## config.mk

```make
export PLATFORM = sky130hd
export DESIGN_NAME = handshake_retry_backoff_flat
export DESIGN_NICKNAME = d
export VERILOG_FILES = /design/src/rtl/core/hrb_pkg.sv /design/src/rtl/core/hrb_in_if.sv /design/src/rtl/core/hrb_out_if.sv /design/src/rtl/core/hrb_core.sv /design/src/rtl/core/handshake_retry_backoff.sv /design/src/flat_wrapper.sv
export SDC_FILE = /design/constraint.sdc
export NUM_CORES = 1
export LEC_CHECK = 0
export ABC_AREA = 1
export ABC_CLOCK_PERIOD_IN_PS = 5400
export BUFFER_PORTS_ARGS = -buffer_cell sky130_fd_sc_hd__buf_2
export CAP_MARGIN = 30
export CORE_UTILIZATION = 55
export CTS_CLUSTER_SIZE = 12
export DETAILED_ROUTE_END_ITERATION = 16
export PLACE_DENSITY = 0.84
export SETUP_SLACK_MARGIN = 0.15
export SLEW_MARGIN = 20
export SYNTH_ARGS = -nofsm -noshare
export SYNTH_HDL_FRONTEND = slang
export SYNTH_SLANG_ARGS = --single-unit
```

## constraint.sdc

```tcl
create_clock -name clk -period 5.4 [get_ports clk]
set_clock_uncertainty 0.1 [all_clocks]
set_input_delay 0.27 -clock clk [delete_from_list [all_inputs] [get_ports clk]]
set_output_delay 0.27 -clock clk [all_outputs]
set_load 0.01 [all_outputs]
```

## src/rtl/core/hrb_pkg.sv

```systemverilog
// hrb_pkg: shared types, codes and constants for the handshake retry/backoff block.
// No dependencies; used by hrb_core and handshake_retry_backoff.
`default_nettype none

package hrb_pkg;

	localparam int AddrW    = 16;
	localparam int VerW     = 16;
	localparam int TpsW     = 13;
	localparam int RetryW   = 4;
	localparam int CountW   = 17;
	localparam int ShiftW   = 3;
	localparam int BackoffCap = 4;
	localparam int PaddrW   = 4;
	localparam int PdataW   = 32;

	typedef enum logic [1:0] {
		OP_TICK      = 2'd0,
		OP_PARENT    = 2'd1,
		OP_ACK       = 2'd2,
		OP_HANDSHAKE = 2'd3
	} op_t;

	typedef enum logic [2:0] {
		KIND_NONE     = 3'd0,
		KIND_HS_SENT  = 3'd1,
		KIND_ACK_SENT = 3'd2,
		KIND_ACK_OK   = 3'd3,
		KIND_ACK_BAD  = 3'd4,
		KIND_GAVE_UP  = 3'd5
	} kind_t;

	// register indexes, paddr[3:2]
	typedef enum logic [1:0] {
		REG_NODE_ADDR   = 2'd0,
		REG_TICKS_PER_S = 2'd1,
		REG_RETRY_LIMIT = 2'd2,
		REG_UNUSED      = 2'd3
	} reg_idx_t;

	localparam logic [AddrW-1:0]  NodeAddrReset   = 16'd0;
	localparam logic [TpsW-1:0]   TicksReset      = 13'd128;
	localparam logic [RetryW-1:0] RetryLimitReset = 4'd4;
	localparam logic [VerW-1:0]   VersionReset    = 16'd1;

	typedef struct packed {
		op_t              op;
		logic [AddrW-1:0] peer_addr;
		logic [AddrW-1:0] dest_addr;
		logic [VerW-1:0]  version;
	} item_t;

	typedef struct packed {
		kind_t            kind;
		logic [AddrW-1:0] out_addr;
		logic [VerW-1:0]  out_version;
	} result_t;

	typedef struct packed {
		logic [AddrW-1:0]  node_addr;
		logic [TpsW-1:0]   ticks_per_second;
		logic [RetryW-1:0] retry_limit;
	} cfg_t;

endpackage

`default_nettype wire

```

## src/rtl/core/hrb_in_if.sv

```systemverilog
// hrb_in_if: valid/ready channel carrying one input word (op, addresses, version).
// Depends on nothing; field widths match hrb_pkg.
`default_nettype none

interface hrb_in_if;
	logic        valid;
	logic        ready;
	logic [1:0]  op;
	logic [15:0] peer_addr;
	logic [15:0] dest_addr;
	logic [15:0] version;

	modport source (output valid, output op, output peer_addr, output dest_addr,
		output version, input ready);
	modport sink (input valid, input op, input peer_addr, input dest_addr,
		input version, output ready);
endinterface

`default_nettype wire

```

## src/rtl/core/hrb_out_if.sv

```systemverilog
// hrb_out_if: valid/ready channel carrying one result word (kind, address, version).
// Depends on nothing; field widths match hrb_pkg.
`default_nettype none

interface hrb_out_if;
	logic        valid;
	logic        ready;
	logic [2:0]  kind;
	logic [15:0] out_addr;
	logic [15:0] out_version;

	modport source (output valid, output kind, output out_addr, output out_version,
		input ready);
	modport sink (input valid, input kind, input out_addr, input out_version,
		output ready);
endinterface

`default_nettype wire

```

## src/rtl/core/hrb_core.sv

```systemverilog
// hrb_core: protocol state (version, parent, retries, timer) and the per-word decision.
// Depends on hrb_pkg.
`default_nettype none

module hrb_core (
	input  wire logic           clk,
	input  wire logic           arst_n,
	input  wire logic           fire,
	input  wire hrb_pkg::item_t item,
	input  wire hrb_pkg::cfg_t  cfg,
	output hrb_pkg::result_t    res
);

	logic [hrb_pkg::VerW-1:0]   version_q, version_d;
	logic [hrb_pkg::AddrW-1:0]  parent_q, parent_d;
	logic [hrb_pkg::RetryW-1:0] retries_q, retries_d;
	logic [hrb_pkg::CountW-1:0] count_q, count_d;
	logic                       armed_q, armed_d;

	logic [hrb_pkg::RetryW-1:0] next_retry;
	logic [hrb_pkg::ShiftW-1:0] shift;
	logic [hrb_pkg::CountW-1:0] base_count;
	logic [hrb_pkg::VerW-1:0]   version_inc;

	assign next_retry  = retries_q + hrb_pkg::RetryW'(1);
	assign shift       = (next_retry > hrb_pkg::RetryW'(hrb_pkg::BackoffCap))
		? hrb_pkg::ShiftW'(hrb_pkg::BackoffCap) : next_retry[hrb_pkg::ShiftW-1:0];
	assign base_count  = hrb_pkg::CountW'(cfg.ticks_per_second);
	assign version_inc = version_q + hrb_pkg::VerW'(1);

	always_comb begin
		version_d = version_q;
		parent_d  = parent_q;
		retries_d = retries_q;
		count_d   = count_q;
		armed_d   = armed_q;
		res.kind        = hrb_pkg::KIND_NONE;
		res.out_addr    = '0;
		res.out_version = '0;
		case (item.op)
			hrb_pkg::OP_TICK: begin
				if (armed_q) begin
					if (count_q > hrb_pkg::CountW'(1)) begin
						count_d = count_q - hrb_pkg::CountW'(1);
					end else begin
						armed_d = 1'b0;
						count_d = '0;
						if (retries_q < cfg.retry_limit) begin
							retries_d       = next_retry;
							version_d       = version_inc;
							count_d         = base_count << shift;
							armed_d         = 1'b1;
							res.kind        = hrb_pkg::KIND_HS_SENT;
							res.out_addr    = parent_q;
							res.out_version = version_inc;
						end else begin
							retries_d       = '0;
							res.kind        = hrb_pkg::KIND_GAVE_UP;
							res.out_addr    = parent_q;
							res.out_version = version_q;
						end
					end
				end
			end
			hrb_pkg::OP_PARENT: begin
				parent_d = item.peer_addr;
				if (item.peer_addr != '0) begin
					retries_d       = '0;
					version_d       = version_inc;
					count_d         = base_count;
					armed_d         = 1'b1;
					res.kind        = hrb_pkg::KIND_HS_SENT;
					res.out_addr    = item.peer_addr;
					res.out_version = version_inc;
				end
			end
			hrb_pkg::OP_ACK: begin
				if (item.dest_addr == cfg.node_addr) begin
					res.out_addr    = item.peer_addr;
					res.out_version = item.version;
					if (item.version != version_q) begin
						res.kind = hrb_pkg::KIND_ACK_BAD;
					end else begin
						armed_d   = 1'b0;
						count_d   = '0;
						retries_d = '0;
						res.kind  = hrb_pkg::KIND_ACK_OK;
					end
				end
			end
			hrb_pkg::OP_HANDSHAKE: begin
				if (item.dest_addr == cfg.node_addr) begin
					res.kind        = hrb_pkg::KIND_ACK_SENT;
					res.out_addr    = item.peer_addr;
					res.out_version = item.version;
				end
			end
			default: begin
				res.kind = hrb_pkg::KIND_NONE;
			end
		endcase
	end

	always_ff @(posedge clk or negedge arst_n) begin
		if (!arst_n) begin
			version_q <= hrb_pkg::VersionReset;
			parent_q  <= '0;
			retries_q <= '0;
			count_q   <= '0;
			armed_q   <= 1'b0;
		end else if (fire) begin
			version_q <= version_d;
			parent_q  <= parent_d;
			retries_q <= retries_d;
			count_q   <= count_d;
			armed_q   <= armed_d;
		end
	end

`ifndef SYNTHESIS
	// a disarmed timer always sits at zero
	a_idle_count_zero: assert property (@(posedge clk) disable iff (!arst_n)
		!armed_q |-> count_q == '0)
		else $error("timer count nonzero while disarmed");

	a_ack_disarms: assert property (@(posedge clk) disable iff (!arst_n)
		fire && res.kind == hrb_pkg::KIND_ACK_OK |=> !armed_q && retries_q == '0)
		else $error("accepted ack left timer armed");

	a_hs_bumps_version: assert property (@(posedge clk) disable iff (!arst_n)
		fire && res.kind == hrb_pkg::KIND_HS_SENT |=>
		armed_q && version_q == hrb_pkg::VerW'($past(version_q) + hrb_pkg::VerW'(1)))
		else $error("handshake did not bump version and arm timer");

	a_give_up_clears: assert property (@(posedge clk) disable iff (!arst_n)
		fire && res.kind == hrb_pkg::KIND_GAVE_UP |=> !armed_q && retries_q == '0)
		else $error("give up left retry state behind");
`endif

endmodule

`default_nettype wire

```

## src/rtl/core/handshake_retry_backoff.sv

```systemverilog
// handshake_retry_backoff: top level with APB register file, input register and result register.
// Depends on hrb_pkg, hrb_in_if, hrb_out_if and hrb_core.
//
// Usage:
//   in_ch carries one word per event: op (tick, parent update, ack received,
//   handshake received) with peer/dest addresses and version. out_ch returns
//   exactly one result word per input word (kind, out_addr, out_version),
//   in order; kind none is delivered like any other result.
//   A word is captured in the input register, decided against the protocol
//   state, and lands in the result register once that register is empty or
//   being drained. Throughput is one word per clock while the receiver does
//   not stall, set by the single decision stage between the two registers.
//   When the receiver stalls, the result register holds; the input register
//   still takes one more word, then in_ch.ready drops until out_ch moves.
//   Reset (arst_n low) empties both registers, sets version to 1, clears
//   parent, retries and timer, and loads node_addr 0, ticks_per_second 128,
//   retry_limit 4. Registers sit at byte offsets 0, 4 and 8 on the APB port;
//   write them only while no word is in flight.
`default_nettype none

module handshake_retry_backoff (
	input  wire logic                       clk,
	input  wire logic                       arst_n,
	input  wire logic                       psel,
	input  wire logic                       penable,
	input  wire logic                       pwrite,
	input  wire logic [hrb_pkg::PaddrW-1:0] paddr,
	input  wire logic [hrb_pkg::PdataW-1:0] pwdata,
	output logic      [hrb_pkg::PdataW-1:0] prdata,
	output logic                            pready,
	hrb_in_if.sink                          in_ch,
	hrb_out_if.source                       out_ch
);

	hrb_pkg::cfg_t     cfg_q;
	hrb_pkg::reg_idx_t reg_idx;
	logic              cfg_wr;

	hrb_pkg::item_t    item_s1;
	logic              valid_s1;
	hrb_pkg::result_t  res_comb;
	hrb_pkg::result_t  res_s2;
	logic              valid_s2;
	logic              advance;
	logic              fire;

	// ---- configuration port ----
	assign pready  = 1'b1;
	assign reg_idx = hrb_pkg::reg_idx_t'(paddr[3:2]);
	assign cfg_wr  = psel && penable && pwrite && pready;

	always_ff @(posedge clk or negedge arst_n) begin
		if (!arst_n) begin
			cfg_q.node_addr        <= hrb_pkg::NodeAddrReset;
			cfg_q.ticks_per_second <= hrb_pkg::TicksReset;
			cfg_q.retry_limit      <= hrb_pkg::RetryLimitReset;
		end else if (cfg_wr) begin
			case (reg_idx)
				hrb_pkg::REG_NODE_ADDR:
					cfg_q.node_addr <= pwdata[hrb_pkg::AddrW-1:0];
				hrb_pkg::REG_TICKS_PER_S:
					cfg_q.ticks_per_second <= pwdata[hrb_pkg::TpsW-1:0];
				hrb_pkg::REG_RETRY_LIMIT:
					cfg_q.retry_limit <= pwdata[hrb_pkg::RetryW-1:0];
				default: begin
				end
			endcase
		end
	end

	always_comb begin
		case (reg_idx)
			hrb_pkg::REG_NODE_ADDR:   prdata = hrb_pkg::PdataW'(cfg_q.node_addr);
			hrb_pkg::REG_TICKS_PER_S: prdata = hrb_pkg::PdataW'(cfg_q.ticks_per_second);
			hrb_pkg::REG_RETRY_LIMIT: prdata = hrb_pkg::PdataW'(cfg_q.retry_limit);
			default:                  prdata = '0;
		endcase
	end

	// ---- datapath ----
	// s1 moves on when the result register is empty or being drained
	assign advance     = !valid_s2 || out_ch.ready;
	assign fire        = valid_s1 && advance;
	assign in_ch.ready = !valid_s1 || advance;

	always_ff @(posedge clk or negedge arst_n) begin
		if (!arst_n) begin
			valid_s1 <= 1'b0;
		end else if (in_ch.ready) begin
			valid_s1 <= in_ch.valid;
		end
	end

	always_ff @(posedge clk) begin
		if (in_ch.valid && in_ch.ready) begin
			item_s1.op        <= hrb_pkg::op_t'(in_ch.op);
			item_s1.peer_addr <= in_ch.peer_addr;
			item_s1.dest_addr <= in_ch.dest_addr;
			item_s1.version   <= in_ch.version;
		end
	end

	hrb_core u_core (
		.clk    (clk),
		.arst_n (arst_n),
		.fire   (fire),
		.item   (item_s1),
		.cfg    (cfg_q),
		.res    (res_comb)
	);

	always_ff @(posedge clk or negedge arst_n) begin
		if (!arst_n) begin
			valid_s2 <= 1'b0;
		end else if (advance) begin
			valid_s2 <= valid_s1;
		end
	end

	always_ff @(posedge clk) begin
		if (fire) begin
			res_s2 <= res_comb;
		end
	end

	assign out_ch.valid       = valid_s2;
	assign out_ch.kind        = res_s2.kind;
	assign out_ch.out_addr    = res_s2.out_addr;
	assign out_ch.out_version = res_s2.out_version;

`ifndef SYNTHESIS
	// a held result word must not be overwritten
	a_no_overwrite: assert property (@(posedge clk) disable iff (!arst_n)
		valid_s2 && !out_ch.ready |=> valid_s2 && $stable(res_s2))
		else $error("result word lost under stall");

	a_ready_when_s1_empty: assert property (@(posedge clk) disable iff (!arst_n)
		!valid_s1 |-> in_ch.ready)
		else $error("input stalled with empty input register");

	a_s1_drains: assert property (@(posedge clk) disable iff (!arst_n)
		fire |=> valid_s2)
		else $error("decided word did not reach result register");
`endif

endmodule

`default_nettype wire

```

## src/flat_wrapper.sv

```systemverilog
// flat-port wrapper written by rule: the top's interface ports become plain ports
module handshake_retry_backoff_flat 
  (clk, arst_n, psel, penable, pwrite, paddr, pwdata, prdata, pready, in_ch_valid, in_ch_op, in_ch_peer_addr, in_ch_dest_addr, in_ch_version, in_ch_ready, out_ch_valid, out_ch_kind, out_ch_out_addr, out_ch_out_version, out_ch_ready);
  hrb_in_if in_ch_i ();
  hrb_out_if out_ch_i ();
  input  wire logic clk;
  input  wire logic arst_n;
  input  wire logic psel;
  input  wire logic penable;
  input  wire logic pwrite;
  input  wire logic [hrb_pkg::PaddrW-1:0] paddr;
  input  wire logic [hrb_pkg::PdataW-1:0] pwdata;
  output logic      [hrb_pkg::PdataW-1:0] prdata;
  output logic pready;
  input wire logic [$bits(in_ch_i.valid)-1:0] in_ch_valid;
  input wire logic [$bits(in_ch_i.op)-1:0] in_ch_op;
  input wire logic [$bits(in_ch_i.peer_addr)-1:0] in_ch_peer_addr;
  input wire logic [$bits(in_ch_i.dest_addr)-1:0] in_ch_dest_addr;
  input wire logic [$bits(in_ch_i.version)-1:0] in_ch_version;
  output wire logic [$bits(in_ch_i.ready)-1:0] in_ch_ready;
  output wire logic [$bits(out_ch_i.valid)-1:0] out_ch_valid;
  output wire logic [$bits(out_ch_i.kind)-1:0] out_ch_kind;
  output wire logic [$bits(out_ch_i.out_addr)-1:0] out_ch_out_addr;
  output wire logic [$bits(out_ch_i.out_version)-1:0] out_ch_out_version;
  input wire logic [$bits(out_ch_i.ready)-1:0] out_ch_ready;
  assign in_ch_i.valid = in_ch_valid;
  assign in_ch_i.op = in_ch_op;
  assign in_ch_i.peer_addr = in_ch_peer_addr;
  assign in_ch_i.dest_addr = in_ch_dest_addr;
  assign in_ch_i.version = in_ch_version;
  assign in_ch_ready = in_ch_i.ready;
  assign out_ch_valid = out_ch_i.valid;
  assign out_ch_kind = out_ch_i.kind;
  assign out_ch_out_addr = out_ch_i.out_addr;
  assign out_ch_out_version = out_ch_i.out_version;
  assign out_ch_i.ready = out_ch_ready;
  handshake_retry_backoff u_core (.clk(clk), .arst_n(arst_n), .psel(psel), .penable(penable), .pwrite(pwrite), .paddr(paddr), .pwdata(pwdata), .prdata(prdata), .pready(pready), .in_ch(in_ch_i), .out_ch(out_ch_i));
endmodule
```

==> flow_summary.toml, run 1 <==
[worst_setup_path]
timing.rr.start = "u_core.cfg_q[2]$_DFFE_PN1P_"
worstPathMaxFanout = 31
cp-start-kind = "register"
r2r_slack_ns = 2.16
reg2reg_depth = 11
worst-setup-path-type = "reg -> reg"
worstPathRequired_ns = 5.63
critPathCaptureType = "register"
r2r-end = "u_core.u_core.version_q[10]$_DFFE_PN0P_"
arrival_ns = 3.47

[pwr]
share_seq_of_total_power_pct = 41.4
powerDensity_nw_per_um2 = 392
vdd_drop_max_mv = 0.285
p_leak_uw = 0.00533
p_sw_share_pct = 36.5
p_int_uw = 2810
p_sw_uw = 1610
p_comb_share_pct = 29.3
p_clk_share_pct = 29.3

[clock_network]
clock_path_buffers = 2
cts_resized = 0
cts_tree = "yes"
h-tree-depth = 4
cts_setup_buffers = 0
ctsHoldBuffers = 53
cts-buffers-inserted = 17
cts_num_sinks = 174
clkLatencyLatePin_ns = 0.44
clk_pin_slew_ns = 0.07
root_buffer = "clkbuf_16"

[logic_synthesis]
synth_mux_area_share_pct = 0
ys_ff_latch = 174
yosysUniqueCellTypes = 42
synth_adder_area_share_pct = 1.45
synth_flop_cell = "dfrtp_1"
synth_simple_gate_area_share_pct = 24.6
synth_edf_count = 85
syn_area_um2 = 9520
syn_avg_cell_area_um2 = 8.19
synth_top_family_by_area = "simple AND/OR/NAND/NOR gates"
yosys.area.top_type = "edfxtp_1"
synth-compound-area-share_pct = 9.58
netlist_instances = 1162
ys.warnings.count = 0
yosys-top-cells-count = "nand2_1, inv_1, dfrtp_1"
yosysMostFrequentCell = "nand2_1"
synthTopCellsByArea = "edfxtp_1, dfrtp_1, nand2_1"
synthXorXnorAreaFrac_pct = 4.40
synth_top_area_share_pct = 26.8
synthArstFlopShare_pct = 51.1
ys_seq_area_share_pct = 50.3

[worst_hold_path]
min_from = "pwdata[13]"
whs_endpoint = "u_core.cfg_q[30]$_DFFE_PN0P_"
holdPathStages = 3
hold_path_class = "in -> reg"

[grt]
grt_max_degree = 52
top_usage_layer = "met2"
use_met3_pct = 4.76
gr-total-overflow = 0
grt_usage_pct = 26.7
grt_pass1_vias = 7790
grt_pass1_wl_mm = 37.4
grt_use_met2_pct = 44.2
use_met1_pct = 34.7
grt_antenna_before_repair = 0

[sta]
fmax_ghz = 0.309
post-route-period-util_pct = 60.0
grt_setup_unrepaired = "false"
whs_ns = 0.00299
fin_crit_ns = 3.24
timing.setup.tns_ns = 0
tightest_slew_ns = 0.899
setup_viol = 0
slew_headroom_pct = 39.9
hold_violations = 0
slew_violations = 0

[detailed_routing]
post_drt_wl_per_cell_um = 14.9
dr.pass1.iters = 5
num_vias = 8362
viasPerCell = 5.39
drtAntennaViolNets = 0
dr.first_iter.drc_count = 884
drc_errors = 0
wl_mm = 23.1

[placed_design]
portBuffers = 127
gp_congestion = 0.887
hpwl_mm = 15.1

[floorplan]
die_height_um = 134
die_w_um = 134
core-area_um2 = 16800
floorplan.initialDensity_pct = 56.8
io_pins = 163
die-area_um2 = 17800
rows = 47

[status]
status = "finished, final reports clean"

[layout]
drive_gt1_share_pct = 15.5
fin_nets = 1423
synthToLayoutAreaGrowth_pct = 18.8
nFillCells = 1297
diodes = 0

[run]
maxCapViolCount = 0
[how the worst max path moves through the flow]
| stage | startpoint | end | depth (start not counted) |
|---|---|---|---|
| final | u_core.cfg_q[2]$_DFFE_PN1P_ | u_core.u_core.version_q[10]$_DFFE_PN0P_ | 11 |
| after global routing | u_core.cfg_q[2]$_DFFE_PN1P_ | u_core.u_core.version_q[6]$_DFFE_PN0P_ | 11 |
| after CTS | u_core.cfg_q[2]$_DFFE_PN1P_ | u_core.u_core.version_q[4]$_DFFE_PN0P_ | 11 |
| after detailed placement | u_core.cfg_q[2]$_DFFE_PN1P_ | u_core.u_core.version_q[15]$_DFFE_PN0P_ | 12 |
| after global placement | u_core.cfg_q[2]$_DFFE_PN1P_ | u_core.u_core.version_q[0]$_DFFE_PN1P_ | 11 |
| after floorplan | u_core.out_ch.valid$_DFFE_PN0P_ | u_core.u_core.parent_q[10]$_DFFE_PN0P_ | 7 |
[kinds of logic after synthesis]
group	Yosys count
AO/OA/AOI/OAI	169
XOR/XNOR	47
adder cells (fa/ha/maj)	11
buffers and inverters	198
flip-flops	174
other	2
AND/OR/NAND/NOR	561
[power by group through the flow]
stage                     clock network (uW)  logic, uW  registers, uW
after floorplan                            0        997           1810
after global placement                     0       1190           1840
after detailed placement                   0       1230           1850
after CTS                               1300       1280           1820
after global routing                    1360       1470           1860
final                                   1300       1300           1830
[stage by stage]
| stage | util, % | cell area (um2) | power, uW | worst slack (ns) | instances |
|---|---|---|---|---|---|
| 2_1_floorplan | - | 9570 | 2810 | 3.23 | 1177 |
| 3_3_place_gp | 60.3 | 10100 | 3030 | 2.33 | 1465 |
| 3_5_place_dp | 60.5 | 10100 | 3080 | 2.23 | 1466 |
| 4_1_cts | 67.4 | 11300 | 4410 | 2.23 | 1551 |
| 5_1_grt | 67.5 | 11300 | 4690 | 1.89 | 1552 |
| 6_report | 67.5 | 11300 | 4430 | 2.16 | 1552 |
[state kept, by name (all words and copies together), names as in the netlist]
name / count
u_core.out_ch.kind: 3
u_core.out_ch.out_addr: 16
u_core.u_core.count_q: 17
u_core.out_ch.out_version: 16
u_core.item_s1: 50
u_core.cfg_q: 33
u_core.u_core.version_q: 16
u_core.u_core.armed_q: 1
u_core.valid_s1: 1
u_core.u_core.retries_q: 4
u_core.out_ch.valid: 1
u_core.u_core.parent_q: 16
[layout by cell type, fill, tap and decap left out, drive strengths merged]
cell / Yosys / final
clkinvlp: 0 / 2
nand4: 13 / 13
nor4: 1 / 1
dfrtp: 86 / 86
o21ai: 127 / 127
nand2: 388 / 388
ha: 11 / 11
nor3: 13 / 13
and3: 2 / 2
dfstp: 3 / 3
inv: 135 / 141
and2: 2 / 2
clkbuf: 13 / 18
o221ai: 3 / 3
buf: 49 / 132
nor2: 75 / 75
a31o: 1 / 1
o22ai: 19 / 19
nand3: 63 / 63
dlygate4sd3: 0 / 53
o31ai: 1 / 1
conb: 2 / 17
or2: 4 / 4
o211ai: 4 / 4
clkinv: 1 / 5
bufinv: 0 / 2
edfxtp: 85 / 85
xnor2: 26 / 26
xor2: 21 / 21
a21oi: 14 / 14
[layout make-up]
class                   instances  area, um2  area share, %
clock inverters                14        200           1.77
well taps                     220        275           2.43
flip-flops and latches        174       4780           42.3
inverters                     136        512           4.53
repair buffers                185       1230           10.9
multi-input cells             805       3870           34.3
clock buffers                  18        429           3.80
[critical path: stages (launching register included)]
cell     delay [ns]
dfstp_2        0.54
inv_1          0.05
ha_1           0.26
nand2_1        0.06
inv_1          0.03
nand2_1        0.06
nand2_2        0.23
inv_2          0.48
nor2_1         0.11
nor2_1         0.14
nand4_2        0.65
o21ai_1        0.39
[per-layer routing]
layer	share of wire, %	routed length [um]	up-vias
met4	2.7	634	0
li1	-	-	4018
met5	0	0	-
met1	42	9660	3853
met3	6.9	1600	55
met2	49	11300	436
Note: power is estimated with default switching activity, not from simulation.
==> inputs of run 2 (changes only) <==
--- a/config.mk
+++ b/config.mk
@@ -6,7 +6,7 @@
 export NUM_CORES = 1
 export LEC_CHECK = 0
 export ABC_AREA = 1
-export ABC_CLOCK_PERIOD_IN_PS = 5400
+export ABC_CLOCK_PERIOD_IN_PS = 3100
 export BUFFER_PORTS_ARGS = -buffer_cell sky130_fd_sc_hd__buf_2
 export CAP_MARGIN = 30
 export CORE_UTILIZATION = 55
==> constraint.sdc (replaced) <==
create_clock -name clk -period 3.1 [get_ports clk]
set_clock_uncertainty 0.1 [all_clocks]
set_input_delay 0.155 -clock clk [delete_from_list [all_inputs] [get_ports clk]]
set_output_delay 0.155 -clock clk [all_outputs]
set_load 0.01 [all_outputs]
==> run 2 against run 1 <==
Clock power is 64% higher. Cell area is 1.3% higher. Die area stayed put. Sequential cell count stayed put. Combinational power is 75% higher. First-iteration DRC count is 29% lower. Non-clock buffer count is 23 higher. Largest cell class unchanged.
==> flow_summary.toml, run 2 (same netlist as run 1, synthesis figures left out) <==
[clock_network]
cts_num_sinks = 174
cts_setup_buffers = 0
h-tree-depth = 4
clkLatencyLatePin_ns = 0.44
cts-buffers-inserted = 17
root_buffer = "clkbuf_16"
clk_pin_slew_ns = 0.07
clock_path_buffers = 2
cts_tree = "yes"
cts_resized = 0

[sta]
post-route-period-util_pct = 80.2
fmax_ghz = 0.402
whs_ns = 0.109
timing.setup.tns_ns = 0
setup_viol = 0
slew_headroom_pct = 40.1
fin_crit_ns = 2.49
tightest_slew_ns = 0.896
grt_setup_unrepaired = "false"
hold_violations = 0
slew_violations = 0

[floorplan]
die_height_um = 134
die_w_um = 134
die-area_um2 = 17800
core-area_um2 = 16800
io_pins = 163
rows = 47
floorplan.initialDensity_pct = 56.8

[pwr]
vdd_drop_max_mv = 0.428
powerDensity_nw_per_um2 = 664
finalPower_uw = 7610
p_leak_uw = 0.00541

[layout]
synthToLayoutAreaGrowth_pct = 20.4
final_common_cell = "nand2_1"
largest_register = "u_core.item_s1"
fin_nets = 1446
diodes = 0
drive_gt1_share_pct = 15.6
nFillCells = 1261
layout_common_cells = "nand2_1, buf_2, inv_1"
reg.largest.list = "u_core.item_s1: 50 flops, u_core.cfg_q: 33 flops, u_core.u_core.count_q: 17 flops"
largest_reg_flops = 50

[detailed_routing]
drc_errors = 0
num_vias = 8369
post_drt_wl_per_cell_um = 14.9
drtAntennaViolNets = 0
wl_mm = 23.5
dr.pass1.iters = 5
viasPerCell = 5.31
dr.first_iter.drc_count = 626

[placed_design]
gp_congestion = 0.903
hpwl_mm = 15.0
portBuffers = 127

[grt]
grt_pass1_wl_mm = 38.2
gr-total-overflow = 0
grt_antenna_before_repair = 0
grt_max_degree = 49
grt_pass1_vias = 8030
grt_usage_pct = 27.2

[worst_setup_path]
worst-setup-path-type = "reg -> reg"
worstPathRequired_ns = 3.34
reg2reg_depth = 13
critPathCaptureType = "register"
arrival_ns = 2.73
worstPathMaxFanout = 31
cp-start-kind = "register"

[status]
status = "finished, final reports clean"

[worst_hold_path]
hold_path_class = "in -> reg"
holdPathStages = 3

[run]
maxCapViolCount = 0
-- run 2: changes by cell type in the layout (fill, tap and decap cells not counted), sizes merged --
cell	before	now
clkinvlp	2	0
dlygate4sd3	53	69
buf	132	139
bufinv	2	1
clkinv	5	7
inv	141	142
-- run 2: final cells by class --
cell class,count,area [um2],area share (%)
clock inverters,14,153,1.33
inverters,136,512,4.47
well taps,220,275,2.40
flip-flops and latches,174,4780,41.7
clock buffers,18,429,3.75
repair buffers,208,1430,12.5
multi-input cells,805,3870,33.8
-- run 2: layer usage --
layer	wire length, um	track usage, %	vias to the layer above
li1	-	-	4067
met1	9990	35.3	3844
met2	11300	44.9	390
met3	1420	4.26	68
met4	754	12.5	0
met5	0	0	-
-- run 2: stage by stage --
stage	instance area, um2	util, %	worst slack, ns	instances
final	11500	68.4	0.613	1575
after global routing	11500	68.4	0.393	1575
after global placement	10200	60.8	0.770	1474
after floorplan	9570	-	0.930	1177
after detailed placement	10200	60.8	0.715	1474
after CTS	11500	68.4	0.650	1575
-- run 2: final timing paths --
| kind | start | endpoint | slack, ns |
|---|---|---|---|
| worst max-delay path | u_core.cfg_q[2]$_DFFE_PN1P_ | u_core.u_core.version_q[13]$_DFFE_PN0P_ | 0.61 |
| worst min-delay path | paddr[3] | u_core.cfg_q[2]$_DFFE_PN1P_ | 0.11 |
| worst min register to register | u_core.u_core.parent_q[5]$_DFFE_PN0P_ | u_core.u_core.parent_q[5]$_DFFE_PN0P_ | 0.39 |
| worst max register to register | u_core.cfg_q[2]$_DFFE_PN1P_ | u_core.u_core.version_q[13]$_DFFE_PN0P_ | 0.61 |
| min in group asynchronous | arst_n | u_core.cfg_q[25]$_DFFE_PN0P_ | 0.17 |
| max in group asynchronous | arst_n | u_core.u_core.version_q[0]$_DFFE_PN1P_ | 2.02 |
-- run 2: worst max-delay path: stages (launching register included) --
cell and delay [ns]:
dfstp_2 0.53, inv_1 0.05, ha_1 0.26, nand2_1 0.05, inv_1 0.04, nand2_1 0.05
nand2_2 0.29, inv_2 0.16, nor2_1 0.17, nor2_1 0.07, nand4_2 0.06, buf_4 0.32
nand2_1 0.12, o21ai_1 0.11
-- run 2: where the power goes --
group	leakage, uW	switching (uW)	internal (uW)
clock network	0.000287	989	1140
logic	0.00316	1440	839
registers	0.00196	347	2850
-- run 2: what timing repair did --
action | in CTS | in global routing
hold buffers | 69 | 0
setup endpoints to repair | 0 | 0
hold endpoints to repair | 124 | 0
